--- src/rtl/core/i2cm_pkg.sv ---
package i2cm_pkg;

  // Command codes on the input channel
  localparam logic [2:0] CMD_NONE  = 3'd0;
  localparam logic [2:0] CMD_START = 3'd1;
  localparam logic [2:0] CMD_STOP  = 3'd2;
  localparam logic [2:0] CMD_WRITE = 3'd3;
  localparam logic [2:0] CMD_READ  = 3'd4;

  // Configuration register map (byte address 4*index)
  localparam int unsigned CFG_ADDR_W = 3;
  localparam logic REG_HALF_BIT    = 1'b0;
  localparam logic REG_ACK_TIMEOUT = 1'b1;

  localparam logic [15:0] HALF_BIT_RESET    = 16'd100;
  localparam logic [7:0]  ACK_TIMEOUT_RESET = 8'd250;

  typedef struct packed {
    logic [15:0] half_bit_ticks;
    logic [7:0]  ack_timeout_polls;
  } cfg_t;

endpackage

--- src/rtl/core/i2cm_if.sv ---
interface i2cm_in_if;
  logic       valid;
  logic       ready;
  logic [2:0] cmd;
  logic [7:0] tx_byte;
  logic       send_ack;
  logic       sda_in;

  modport source (output valid, cmd, tx_byte, send_ack, sda_in, input ready);
  modport sink   (input valid, cmd, tx_byte, send_ack, sda_in, output ready);
endinterface

interface i2cm_out_if;
  logic       valid;
  logic       ready;
  logic       scl_level;
  logic       sda_pull_low;
  logic       busy_res;
  logic       done_res;
  logic       ack_missing;
  logic [7:0] rx_byte;

  modport source (output valid, scl_level, sda_pull_low, busy_res, done_res, ack_missing,
                  rx_byte, input ready);
  modport sink   (input valid, scl_level, sda_pull_low, busy_res, done_res, ack_missing,
                  rx_byte, output ready);
endinterface

--- src/rtl/core/i2cm_cfg.sv ---
module i2cm_cfg (
  input  logic                             clk_i,
  input  logic                             rst_ni,
  input  logic                             psel,
  input  logic                             penable,
  input  logic                             pwrite,
  input  logic [i2cm_pkg::CFG_ADDR_W-1:0]  paddr,
  input  logic [31:0]                      pwdata,
  output logic [31:0]                      prdata,
  output logic                             pready,
  output i2cm_pkg::cfg_t                   cfg_o
);
  import i2cm_pkg::*;

  cfg_t cfg_q;
  logic wr_en;

  assign pready = 1'b1;
  assign wr_en  = psel && penable && pwrite && pready;

  always_ff @(posedge clk_i or negedge rst_ni) begin
    if (!rst_ni) begin
      cfg_q.half_bit_ticks    <= HALF_BIT_RESET;
      cfg_q.ack_timeout_polls <= ACK_TIMEOUT_RESET;
    end else if (wr_en) begin
      unique case (paddr[2])
        REG_HALF_BIT:    cfg_q.half_bit_ticks    <= pwdata[15:0];
        REG_ACK_TIMEOUT: cfg_q.ack_timeout_polls <= pwdata[7:0];
        default: ;
      endcase
    end
  end

  always_comb begin
    unique case (paddr[2])
      REG_HALF_BIT:    prdata = {16'd0, cfg_q.half_bit_ticks};
      REG_ACK_TIMEOUT: prdata = {24'd0, cfg_q.ack_timeout_polls};
      default:         prdata = 32'd0;
    endcase
  end

  assign cfg_o = cfg_q;

endmodule

--- src/rtl/core/i2c_master_byte_engine.sv ---
// Channel  | Dir | Handshake     | Payload
// in_i     | in  | valid/ready   | cmd, tx_byte, send_ack, sda_in (one timing tick)
// res_o    | out | valid/ready   | scl_level, sda_pull_low, busy_res, done_res,
//          |     |               | ack_missing, rx_byte (line state after the tick)
// apb      | in  | psel/penable  | half_bit_ticks @0x0, ack_timeout_polls @0x4
//
// Every accepted tick gives exactly one result, offered from the next cycle.
// One tick is taken per cycle; the phase machine and its counters advance on each
// accepted tick, and the result register lets the next tick enter in the cycle the held
// result is taken. in_i.ready drops only while a result is held and res_o.ready is low.
// Reset leaves the engine idle with both lines released and the registers at
// their reset values (100 ticks per unit, 250 polls).
module i2c_master_byte_engine (
  input  logic                            clk_i,
  input  logic                            rst_ni,
  i2cm_in_if.sink                         in_i,
  i2cm_out_if.source                      res_o,
  input  logic                            psel,
  input  logic                            penable,
  input  logic                            pwrite,
  input  logic [i2cm_pkg::CFG_ADDR_W-1:0] paddr,
  input  logic [31:0]                     pwdata,
  output logic [31:0]                     prdata,
  output logic                            pready
);
  import i2cm_pkg::*;

  typedef enum logic [3:0] {
    PH_IDLE   = 4'd0,
    PH_S_HI   = 4'd1,
    PH_S_LO   = 4'd2,
    PH_P_LO   = 4'd3,
    PH_P_HI   = 4'd4,
    PH_T_SET  = 4'd5,
    PH_T_HI   = 4'd6,
    PH_T_LO   = 4'd7,
    PH_W_REL  = 4'd8,
    PH_W_HI   = 4'd9,
    PH_W_POLL = 4'd10,
    PH_R_LO   = 4'd11,
    PH_R_HI   = 4'd12,
    PH_K_LO   = 4'd13,
    PH_K_HI   = 4'd14
  } phase_e;

  cfg_t cfg;

  i2cm_cfg u_cfg (
    .clk_i   (clk_i),
    .rst_ni  (rst_ni),
    .psel    (psel),
    .penable (penable),
    .pwrite  (pwrite),
    .paddr   (paddr),
    .pwdata  (pwdata),
    .prdata  (prdata),
    .pready  (pready),
    .cfg_o   (cfg)
  );

  // Engine state
  phase_e      phase_q, phase_d;
  logic [3:0]  bit_q, bit_d;
  logic [7:0]  shift_q, shift_d;
  logic [15:0] dly_q, dly_d;
  logic [1:0]  unit_q, unit_d;
  logic [7:0]  poll_q, poll_d;
  logic        scl_q, scl_d;
  logic        sda_hi_q, sda_hi_d;
  logic        err_q, err_d;
  logic        ack_sel_q, ack_sel_d;
  logic [7:0]  rx_q, rx_d;
  logic        done;

  // Result register
  logic        res_valid_q;
  logic        res_scl_q, res_pull_q, res_busy_q, res_done_q, res_err_q;
  logic [7:0]  res_rx_q;

  logic        accept;

  // Delay unit timing
  logic [15:0] half_ticks;
  logic [15:0] dly_inc;
  logic [2:0]  unit_inc;
  logic [2:0]  unit_need;
  logic        unit_end;
  logic        wait_hit;
  logic [3:0]  bit_inc;
  logic [7:0]  shift_nxt;

  assign in_i.ready = !res_valid_q || res_o.ready;
  assign accept     = in_i.valid && in_i.ready;

  assign half_ticks = (cfg.half_bit_ticks == 16'd0) ? 16'd1 : cfg.half_bit_ticks;
  assign dly_inc    = dly_q + 16'd1;
  assign unit_end   = dly_inc >= half_ticks;
  assign unit_inc   = {1'b0, unit_q} + 3'd1;
  assign bit_inc    = bit_q + 4'd1;
  assign shift_nxt  = {shift_q[6:0], 1'b0};

  always_comb begin
    unique case (phase_q)
      PH_S_HI, PH_S_LO, PH_P_LO, PH_P_HI:           unit_need = 3'd4;
      PH_W_REL, PH_W_HI, PH_R_HI:                   unit_need = 3'd1;
      default:                                      unit_need = 3'd2;
    endcase
  end

  assign wait_hit = unit_end && (unit_inc >= unit_need);

  always_comb begin
    phase_d   = phase_q;
    bit_d     = bit_q;
    shift_d   = shift_q;
    poll_d    = poll_q;
    scl_d     = scl_q;
    sda_hi_d  = sda_hi_q;
    err_d     = err_q;
    ack_sel_d = ack_sel_q;
    rx_d      = rx_q;
    done      = 1'b0;
    // Count the running delay; a phase change below restarts it.
    dly_d     = unit_end ? 16'd0 : dly_inc;
    unit_d    = unit_end ? unit_inc[1:0] : unit_q;

    unique case (phase_q)
      PH_IDLE: begin
        dly_d  = 16'd0;
        unit_d = 2'd0;
        case (in_i.cmd)
          CMD_START: begin
            scl_d = 1'b1; sda_hi_d = 1'b1; phase_d = PH_S_HI;
          end
          CMD_STOP: begin
            scl_d = 1'b0; sda_hi_d = 1'b0; phase_d = PH_P_LO;
          end
          CMD_WRITE: begin
            err_d    = 1'b0;
            shift_d  = in_i.tx_byte;
            bit_d    = 4'd0;
            scl_d    = 1'b0;
            sda_hi_d = in_i.tx_byte[7];
            phase_d  = PH_T_SET;
          end
          CMD_READ: begin
            ack_sel_d = in_i.send_ack;
            shift_d   = 8'd0;
            bit_d     = 4'd0;
            scl_d     = 1'b0;
            sda_hi_d  = 1'b1;
            phase_d   = PH_R_LO;
          end
          default: ;
        endcase
      end
      PH_S_HI: if (wait_hit) begin
        sda_hi_d = 1'b0; phase_d = PH_S_LO;
      end
      PH_S_LO: if (wait_hit) begin
        scl_d = 1'b0; phase_d = PH_IDLE; done = 1'b1;
      end
      PH_P_LO: if (wait_hit) begin
        scl_d = 1'b1; sda_hi_d = 1'b1; phase_d = PH_P_HI;
      end
      PH_P_HI: if (wait_hit) begin
        phase_d = PH_IDLE; done = 1'b1;
      end
      PH_T_SET: if (wait_hit) begin
        scl_d = 1'b1; phase_d = PH_T_HI;
      end
      PH_T_HI: if (wait_hit) begin
        scl_d = 1'b0; phase_d = PH_T_LO;
      end
      PH_T_LO: if (wait_hit) begin
        shift_d = shift_nxt;
        bit_d   = bit_inc;
        scl_d   = 1'b0;
        if (bit_inc >= 4'd8) begin
          sda_hi_d = 1'b1; phase_d = PH_W_REL;
        end else begin
          sda_hi_d = shift_nxt[7]; phase_d = PH_T_SET;
        end
      end
      PH_W_REL: if (wait_hit) begin
        scl_d = 1'b1; sda_hi_d = 1'b1; phase_d = PH_W_HI;
      end
      PH_W_HI: if (wait_hit) begin
        poll_d = 8'd0; phase_d = PH_W_POLL;
      end
      PH_W_POLL: begin
        dly_d  = 16'd0;
        unit_d = 2'd0;
        if (!in_i.sda_in) begin
          // Slave acknowledged: drop SCL and finish the write
          err_d = 1'b0; scl_d = 1'b0; sda_hi_d = 1'b1;
          phase_d = PH_IDLE; done = 1'b1;
        end else if (poll_q >= cfg.ack_timeout_polls) begin
          // No acknowledge in time: flag it and issue a stop
          err_d = 1'b1; scl_d = 1'b0; sda_hi_d = 1'b0; phase_d = PH_P_LO;
        end else begin
          poll_d = poll_q + 8'd1;
        end
      end
      PH_R_LO: if (wait_hit) begin
        shift_d = {shift_q[6:0], in_i.sda_in};
        scl_d = 1'b1; sda_hi_d = 1'b1; phase_d = PH_R_HI;
      end
      PH_R_HI: if (wait_hit) begin
        bit_d = bit_inc;
        scl_d = 1'b0;
        if (bit_inc >= 4'd8) begin
          rx_d = shift_q; sda_hi_d = !ack_sel_q; phase_d = PH_K_LO;
        end else begin
          sda_hi_d = 1'b1; phase_d = PH_R_LO;
        end
      end
      PH_K_LO: if (wait_hit) begin
        scl_d = 1'b1; phase_d = PH_K_HI;
      end
      PH_K_HI: if (wait_hit) begin
        scl_d = 1'b0; phase_d = PH_IDLE; done = 1'b1;
      end
      default: begin
        phase_d = PH_IDLE;
      end
    endcase

    if (phase_d != phase_q) begin
      dly_d  = 16'd0;
      unit_d = 2'd0;
    end
  end

  // Advance the engine and capture the result on each accepted tick.
  always_ff @(posedge clk_i or negedge rst_ni) begin
    if (!rst_ni) begin
      phase_q     <= PH_IDLE;
      bit_q       <= 4'd0;
      shift_q     <= 8'd0;
      dly_q       <= 16'd0;
      unit_q      <= 2'd0;
      poll_q      <= 8'd0;
      scl_q       <= 1'b1;
      sda_hi_q    <= 1'b1;
      err_q       <= 1'b0;
      ack_sel_q   <= 1'b0;
      rx_q        <= 8'd0;
      res_valid_q <= 1'b0;
    end else begin
      if (accept) begin
        phase_q   <= phase_d;
        bit_q     <= bit_d;
        shift_q   <= shift_d;
        dly_q     <= dly_d;
        unit_q    <= unit_d;
        poll_q    <= poll_d;
        scl_q     <= scl_d;
        sda_hi_q  <= sda_hi_d;
        err_q     <= err_d;
        ack_sel_q <= ack_sel_d;
        rx_q      <= rx_d;
      end
      if (accept) begin
        res_valid_q <= 1'b1;
      end else if (res_o.ready) begin
        res_valid_q <= 1'b0;
      end
    end
  end

  // Result payload: no reset needed, qualified by res_valid_q.
  always_ff @(posedge clk_i) begin
    if (accept) begin
      res_scl_q  <= scl_d;
      res_pull_q <= !sda_hi_d;
      res_busy_q <= (phase_d != PH_IDLE);
      res_done_q <= done;
      res_err_q  <= err_d;
      res_rx_q   <= rx_d;
    end
  end

  assign res_o.valid        = res_valid_q;
  assign res_o.scl_level    = res_scl_q;
  assign res_o.sda_pull_low = res_pull_q;
  assign res_o.busy_res     = res_busy_q;
  assign res_o.done_res     = res_done_q;
  assign res_o.ack_missing  = res_err_q;
  assign res_o.rx_byte      = res_rx_q;

  a_done_not_busy : assert property (@(posedge clk_i) disable iff (!rst_ni)
    res_o.valid |-> !(res_o.done_res && res_o.busy_res))
    else $error("done and busy reported together");

  a_no_overrun : assert property (@(posedge clk_i) disable iff (!rst_ni)
    (res_o.valid && !res_o.ready) |-> !in_i.ready)
    else $error("tick accepted over a stalled result");

  a_idle_timer_clear : assert property (@(posedge clk_i) disable iff (!rst_ni)
    (phase_q == PH_IDLE) |-> (dly_q == 16'd0 && unit_q == 2'd0))
    else $error("delay timer running while idle");

  a_poll_bound : assert property (@(posedge clk_i) disable iff (!rst_ni)
    (phase_q == PH_W_POLL) |-> (poll_q <= cfg.ack_timeout_polls))
    else $error("poll count past timeout");

endmodule

--- src/flat_wrapper.sv ---
// flat-port wrapper written by rule: the top's interface ports become plain ports
module i2c_master_byte_engine_flat import i2cm_pkg::*;
  (clk_i, rst_ni, psel, penable, pwrite, paddr, pwdata, prdata, pready, in_i_valid, in_i_cmd, in_i_tx_byte, in_i_send_ack, in_i_sda_in, in_i_ready, res_o_valid, res_o_scl_level, res_o_sda_pull_low, res_o_busy_res, res_o_done_res, res_o_ack_missing, res_o_rx_byte, res_o_ready);
  i2cm_in_if in_i_i ();
  i2cm_out_if res_o_i ();
  input  logic clk_i;
  input  logic rst_ni;
  input  logic psel;
  input  logic penable;
  input  logic pwrite;
  input  logic [i2cm_pkg::CFG_ADDR_W-1:0] paddr;
  input  logic [31:0] pwdata;
  output logic [31:0] prdata;
  output logic pready;
  input wire logic [$bits(in_i_i.valid)-1:0] in_i_valid;
  input wire logic [$bits(in_i_i.cmd)-1:0] in_i_cmd;
  input wire logic [$bits(in_i_i.tx_byte)-1:0] in_i_tx_byte;
  input wire logic [$bits(in_i_i.send_ack)-1:0] in_i_send_ack;
  input wire logic [$bits(in_i_i.sda_in)-1:0] in_i_sda_in;
  output wire logic [$bits(in_i_i.ready)-1:0] in_i_ready;
  output wire logic [$bits(res_o_i.valid)-1:0] res_o_valid;
  output wire logic [$bits(res_o_i.scl_level)-1:0] res_o_scl_level;
  output wire logic [$bits(res_o_i.sda_pull_low)-1:0] res_o_sda_pull_low;
  output wire logic [$bits(res_o_i.busy_res)-1:0] res_o_busy_res;
  output wire logic [$bits(res_o_i.done_res)-1:0] res_o_done_res;
  output wire logic [$bits(res_o_i.ack_missing)-1:0] res_o_ack_missing;
  output wire logic [$bits(res_o_i.rx_byte)-1:0] res_o_rx_byte;
  input wire logic [$bits(res_o_i.ready)-1:0] res_o_ready;
  assign in_i_i.valid = in_i_valid;
  assign in_i_i.cmd = in_i_cmd;
  assign in_i_i.tx_byte = in_i_tx_byte;
  assign in_i_i.send_ack = in_i_send_ack;
  assign in_i_i.sda_in = in_i_sda_in;
  assign in_i_ready = in_i_i.ready;
  assign res_o_valid = res_o_i.valid;
  assign res_o_scl_level = res_o_i.scl_level;
  assign res_o_sda_pull_low = res_o_i.sda_pull_low;
  assign res_o_busy_res = res_o_i.busy_res;
  assign res_o_done_res = res_o_i.done_res;
  assign res_o_ack_missing = res_o_i.ack_missing;
  assign res_o_rx_byte = res_o_i.rx_byte;
  assign res_o_i.ready = res_o_ready;
  i2c_master_byte_engine u_core (.clk_i(clk_i), .rst_ni(rst_ni), .in_i(in_i_i), .res_o(res_o_i), .psel(psel), .penable(penable), .pwrite(pwrite), .paddr(paddr), .pwdata(pwdata), .prdata(prdata), .pready(pready));
endmodule
--- config.mk ---
export PLATFORM = sky130hd
export DESIGN_NAME = i2c_master_byte_engine_flat
export DESIGN_NICKNAME = d
export VERILOG_FILES = /design/src/rtl/core/i2cm_pkg.sv /design/src/rtl/core/i2cm_if.sv /design/src/rtl/core/i2cm_cfg.sv /design/src/rtl/core/i2c_master_byte_engine.sv /design/src/flat_wrapper.sv
export SDC_FILE = /design/constraint.sdc
export NUM_CORES = 1
export LEC_CHECK = 0
export BUFFER_PORTS_ARGS = -buffer_cell sky130_fd_sc_hd__buf_2
export CORE_MARGIN = 5
export CORE_UTILIZATION = 39
export DETAILED_ROUTE_END_ITERATION = 10
export HOLD_SLACK_MARGIN = 0.15
export PLACE_DENSITY_LB_ADDON = 0.05
export SETUP_SLACK_MARGIN = 0.4
export SLEW_MARGIN = 0
export SYNTH_ARGS = -nofsm -noshare
export SYNTH_HDL_FRONTEND = slang
export SYNTH_SLANG_ARGS = --single-unit
--- constraint.sdc ---
create_clock -name clk_i -period 4.3 [get_ports clk_i]
set_input_delay 0.43 -clock clk_i [delete_from_list [all_inputs] [get_ports clk_i]]
set_output_delay 0.43 -clock clk_i [all_outputs]
set_load 0.1 [all_outputs]
Word-level counts from Yosys, hierarchy flattened
Cells that the tools add are included.

Bits in registers: 92. Output and inout port bits: 48. Input port bits: 55.

Multiplexer cells: 65. Reductions and logical operators: 34. Add/sub/neg operators: 4. Order comparisons: 4. Eq/ne operators: 27. Bitwise operators: 1.

Operators with widths (number): two-way mux 16 bit (4); two-way mux 4 bit (16); two-way mux 8 bit (8); case mux 32 bit (2 select lines) (1); case mux 4 bit (13 select lines) (1); case mux 8 bit (2 select lines) (2); equality test 4 bit, second input constant (7); case mux 8 bit (3 select lines) (1); two-way mux 1 bit (19); adder 16 x 1 -> 16 bit, second input constant (1); equality test 4 x 3 -> 1 bit, second input constant (4); >= comparator 16 bit (1); zero test 16 bit (1); case mux 4 bit (4 select lines) (1); OR reduction 3 bit (4); AND reduction 5 bit (2); OR reduction 5 bit (2); adder 8 x 1 -> 8 bit, second input constant (1); equality test 4 x 2 -> 1 bit, second input constant (2); >= comparator 8 bit (1); inequality test 2 x 1 -> 1 bit, second input constant (4); case mux 4 bit (2 select lines) (1); OR reduction 2 bit (4); equality test 3 x 2 -> 1 bit, second input constant (2); other kinds (29) (45).

Longest topological paths before layout
Word-level depth: 10. Mapped depth: 15. Gate-level depth less buffers: 13.

Cells and area by module
A second synthesis with hierarchy kept.

Cells, all modules: 608. Area total of the unflattened synthesis: 5905.7 µm².

By module, submodules not included: i2c_master_byte_engine (cells an instance 520, area an instance 4647.0 µm², times used 1); i2cm_cfg (cells an instance 88, area an instance 1258.7 µm², times used 1).

Least setup slack after synthesis
Ideal clock, no wire load.

Path type: register to register. From: reg u_core.phase_q[2]. To: reg u_core.res_busy_q, in the netlist u_core.res_o.busy_res (data pin). Clock period less this slack: 3740 ps. Path slack: 560 ps. Setup time: 265 ps. Arrival: 3475 ps. Path buffers: 4. Cell stages (with the launch flop): 15. Required time: 4035 ps. Cells stage by stage: dfrtp_1 > clkbuf_1 > clkbuf_1 > clkbuf_1 > nor3_1 > or3_1 > nand2_1 > ha_1 > a21o_1 > a21oi_1 > a31o_4 > clkbuf_1 > mux2i_1 > o2111ai_1 > or3_1.

Cells in the longest elaborated chain, start to end: 8.

Ends and longest elaborated chain: from (decl) (RTL line i2c_master_byte_engine.sv:62) `phase_e phase_q, phase_d;`; from (signal assigned) (RTL line i2c_master_byte_engine.sv:252) `phase_q <= phase_d;`; equality test 4 x 1 -> 1 bit, or another cell as far along (RTL line i2c_master_byte_engine.sv:103, i2c_master_byte_engine.sv:127); OR reduction 4 bit or OR reduction 3 bit (tied branches) (RTL line i2c_master_byte_engine.sv:103) `unique case (phase_q)`; case mux 3 bit (2 select lines) (RTL line i2c_master_byte_engine.sv:103); >= comparator 3 bit (RTL line i2c_master_byte_engine.sv:110) `assign wait_hit = unit_end && (unit_inc >= unit_need);`; logical AND 1 bit (RTL line i2c_master_byte_engine.sv:110); two-way mux 4 bit, or another cell as far along (RTL line i2c_master_byte_engine.sv:160, i2c_master_byte_engine.sv:166, i2c_master_byte_engine.sv:221); case mux 4 bit (13 select lines) * (RTL line i2c_master_byte_engine.sv:127) `unique case (phase_q)`; nonzero test 4 bit * (RTL line i2c_master_byte_engine.sv:277) `res_busy_q <= (phase_d != PH_IDLE);`; to (signal assigned) (RTL line i2c_master_byte_engine.sv:277); to (decl) (RTL line i2c_master_byte_engine.sv:77) `logic res_scl_q, res_pull_q, res_busy_q, res_done_q, res_err_q;`.

Mark *: on every way between the ends. The rest lies on a longest branch, timed or not. A chain may end at the register's enable or synchronous reset.

Worst setup path in the final report
From: reg u_core.dly_q[1]. To: reg u_core.res_busy_q, in the netlist u_core.res_o.busy_res (data pin).

Cells in the longest elaborated chain, start to end: 6.

Ends and longest elaborated chain: from (decl) (RTL line i2c_master_byte_engine.sv:65) `logic [15:0] dly_q, dly_d;`; from (signal assigned) (RTL line i2c_master_byte_engine.sv:255) `dly_q <= dly_d;`; adder 16 x 1 -> 16 bit * (RTL line i2c_master_byte_engine.sv:96) `assign dly_inc = dly_q + 16'd1;`; >= comparator 16 bit * (RTL line i2c_master_byte_engine.sv:97) `assign unit_end = dly_inc >= half_ticks;`; logical AND 1 bit * (RTL line i2c_master_byte_engine.sv:110); two-way mux 4 bit, or another cell as far along (RTL line i2c_master_byte_engine.sv:160, i2c_master_byte_engine.sv:166, i2c_master_byte_engine.sv:221); case mux 4 bit (13 select lines) * (RTL line i2c_master_byte_engine.sv:127); nonzero test 4 bit * (RTL line i2c_master_byte_engine.sv:277).

Marks and branches as above.

==> metrics.txt <==
status complete, no violations; leakage between 3 and 4 nW; worst vdd ir 260 uV; routability cong. 0.874; max cap viols 0; Final Hold Fails 0; fillers 1400; pre-CTS worst setup slack roughly 0.23 ns; Max Root-Sink Buffers 2; # nets final 777; fin crit share between 80% and 90%; number of synthesized flops with an enable pin 13; Routed WL 14.4 mm; antenna violations before repair 0; row cnt 44; Skew-Pair Late Insertion Delay between 0.3 and 0.4 ns; setup TNS 0 ns; 1st-iter DRT viols 319; GR peak layer met2; Async SR Flop Fraction 85.9%; wire length of the first global-routing pass approximately 24 mm; Ant. Diodes 0; sequential fraction of the synthesis area 40.5%; Starting Density about two fifths; I/O pin count approximately 100; Final min period 3.76 ns; hold-fix buffer count after cts 0; Cells after Synth 614; Hold Path Class in -> async; Slew headroom between 40% and 50%; vias per cell about 5.4; Port Buf Inserts 67; Setup Skew 0.0118 ns; Unique masters post-synth 65; Root Driver clkbuf_16; final setup fails 0; largest net degree at the start of global routing 54; vias in the first global route roughly 4700; Die Width 133 um; Routed Antenna Nets 0; Yosys warning count 0; PwrDens 561 nW/um^2; total power 3.83 mW; Total Routing Usage GR ~17%; Setup CP Type reg -> reg; Post-Syn Area 5870 um^2; critical path data arrival time around 3.9 ns; maximum clock frequency 0.266 GHz; routed vias 4712; final worst slack 0.543 ns; Seq. cell area 2380 um^2; met2 usage 26.6%; kind of start point of the critical path flop; share of layout cells above drive strength 1 between 20% and 30%; htree depth 3; DRC viols 0; CTS Buf Count 9; DR WL/cell 16.3 um; Yosys reg bits between 90 and 100; HPWL after DPL 10.5 mm; DIE AREA 17600 um^2; worst-path maximum fanout 10; final instance area 6840 um^2; Synth Flop Type dfrtp_1; final max-slew violation count 0; Worst setup EP type flop; Avg Inst Size Synth approximately 9.6 um^2; Critical Path RT 4.40 ns; DP Area roughly 6400 um^2; RSZ-0062 raised after global routing yes; Core Area 14600 um^2; Sink Count 92; Die Y 133 um; Final Util around 47%; Area Growth Syn to Fin 16.5%; Multi-input gate area 3270 um^2; met3 usage 2.54%; met1 usage around 23%; GRT overflow 0; drt pass-1 iters 5; Worst Max-Slew Pin Slew 0.864 ns; Clock Pin Slew Worst Setup and Hold Paths 0.08 ns; CTS tree yes
[cell type report]
cell class                 count  share of cell area (%)
inverter                      30                    1.65
sequential                    92                    34.9
multi-input combinational    463                    47.8
timing repair buffer          95                    8.01
clock inverter                 7                   0.988
clock buffer                   9                    3.29
tap                          184                    3.37
[stage by stage]
stage / cells / hold WS, ns
4_1_cts: 873 / 0.158
6_report: 880 / 0.135
3_5_place_dp: 854 / 0.473
2_1_floorplan: 629 / 0.134
3_3_place_gp: 854 / 0.462
5_1_grt: 880 / 0.196
[path summary, 6_finish.rpt]
check	cells past startpoint	start	to	slack, ns
setup / recovery	13	u_core.dly_q[1]	u_core.res_o.busy_res	0.54
hold / removal	1	rst_ni	u_core.ack_sel_q	0.13
setup reg to reg	13	u_core.dly_q[1]	u_core.res_o.busy_res	0.54
hold reg to reg	2	u_core.err_q	u_core.err_q	0.48
max in group asynchronous	2	rst_ni	u_core.u_cfg.cfg_o[13]	3.28
min in group clk_i	2	in_i_valid	u_core.res_o.valid	0.28
[cell families after synthesis]
group	count (synthesis)	share of synthesized area, %
AO/OA/AOI/OAI	126	14.4
XOR/XNOR	22	3.28
adder cells (fa/ha/maj)	31	6.61
buffers and inverters	74	5.94
flip-flops	92	40.5
multiplexers	57	11.9
other	2	0.128
AND/OR/NAND/NOR	210	17.2
[sequential cells by signal (all words and copies together) (netlist names)]
name                       cells
u_core.dly_q                  16
u_core.err_q                   1
u_core.sda_hi_q                1
u_core.res_o.busy_res          1
u_core.res_o.rx_byte           8
u_core.res_o.ack_missing       1
u_core.ack_sel_q               1
u_core.scl_q                   1
u_core.rx_q                    8
u_core.bit_q                   4
u_core.u_cfg.cfg_o            24
u_core.unit_q                  2
u_core.res_o.valid             1
u_core.res_o.scl_level         1
u_core.res_o.done_res          1
u_core.poll_q                  8
u_core.shift_q                 8
u_core.phase_q                 4
u_core.res_o.sda_pull_low      1
[layer usage]
metal | wire, um | up-vias
met5 | 0 | -
met4 | 223 | 0
met3 | 489 | 15
met2 | 6610 | 119
met1 | 7050 | 2254
li1 | - | 2324
[power by group]
part	switching, mW	internal, mW	leakage (nW)
Combinational	1.15	0.609	1.93
Sequential	0.196	1.09	1.13
Clock	0.387	0.409	0.142
Total	1.73	2.10	3.20
[critical path, cell delays in order, from the launching register on]
cell	delay, ns
dfrtp_1	0.41
and4_4	0.28
nand3_1	0.13
nor3_2	0.16
xor2_1	0.12
ha_1	0.37
nand4_2	0.15
nor3_2	0.21
or4b_4	0.52
a31o_4	0.28
buf_4	0.19
a21oi_1	0.23
o2111ai_2	0.12
or3_4	0.35
[cell usage after synthesis, types with 5 or more instances]
| library cell | count | share of area, % |
|---|---|---|
| mux2_4 | 16 | 4.1 |
| a21oi_1 | 21 | 1.8 |
| xor2_1 | 9 | 1.3 |
| and3_1 | 5 | 0.53 |
| nand2b_1 | 9 | 0.96 |
| clkbuf_1 | 25 | 1.6 |
| dfstp_2 | 11 | 4.9 |
| dfrtp_1 | 68 | 29 |
| nand3_1 | 21 | 1.8 |
| ha_1 | 31 | 6.6 |
| edfxtp_1 | 13 | 6.6 |
| nor2_1 | 42 | 2.7 |
| or4_1 | 5 | 0.64 |
| buf_4 | 17 | 2.2 |
| mux2_2 | 38 | 7.3 |
| o211ai_1 | 10 | 1.3 |
| inv_1 | 30 | 1.9 |
| nand2_1 | 79 | 5.0 |
| o21ai_0 | 46 | 3.9 |
| nand4_1 | 11 | 1.2 |
| nor3_1 | 14 | 1.2 |
| xnor2_1 | 13 | 1.9 |
| a21o_1 | 6 | 0.77 |
| a22o_1 | 7 | 1.0 |
[repair_timing]
item	CTS	global route
pin swaps	2	5
buffers inserted	3	7
gates resized for setup	8	11
endpoints found under the setup margin	20	15
[cells in the final DEF, fill, tap and decap left out, types with 4 or more instances in the layout]
master / n
xnor2_1: 13
clkbuf_16: 9
edfxtp_1: 13
conb_1: 17
buf_4: 29
a22o_1: 7
or4_1: 5
dfrtp_1: 66
nor3_1: 13
o21ai_0: 46
a21oi_1: 21
o31ai_1: 4
and3_1: 4
mux2_2: 38
nand2_1: 79
buf_2: 66
inv_1: 30
nand4_1: 11
mux2_4: 16
nand2b_1: 9
a21o_1: 6
o211ai_1: 10
dfstp_2: 11
ha_1: 30
nand3_1: 20
xor2_1: 9
nor4_1: 4
nor2_1: 41
(Power assumes the default switching activity.)
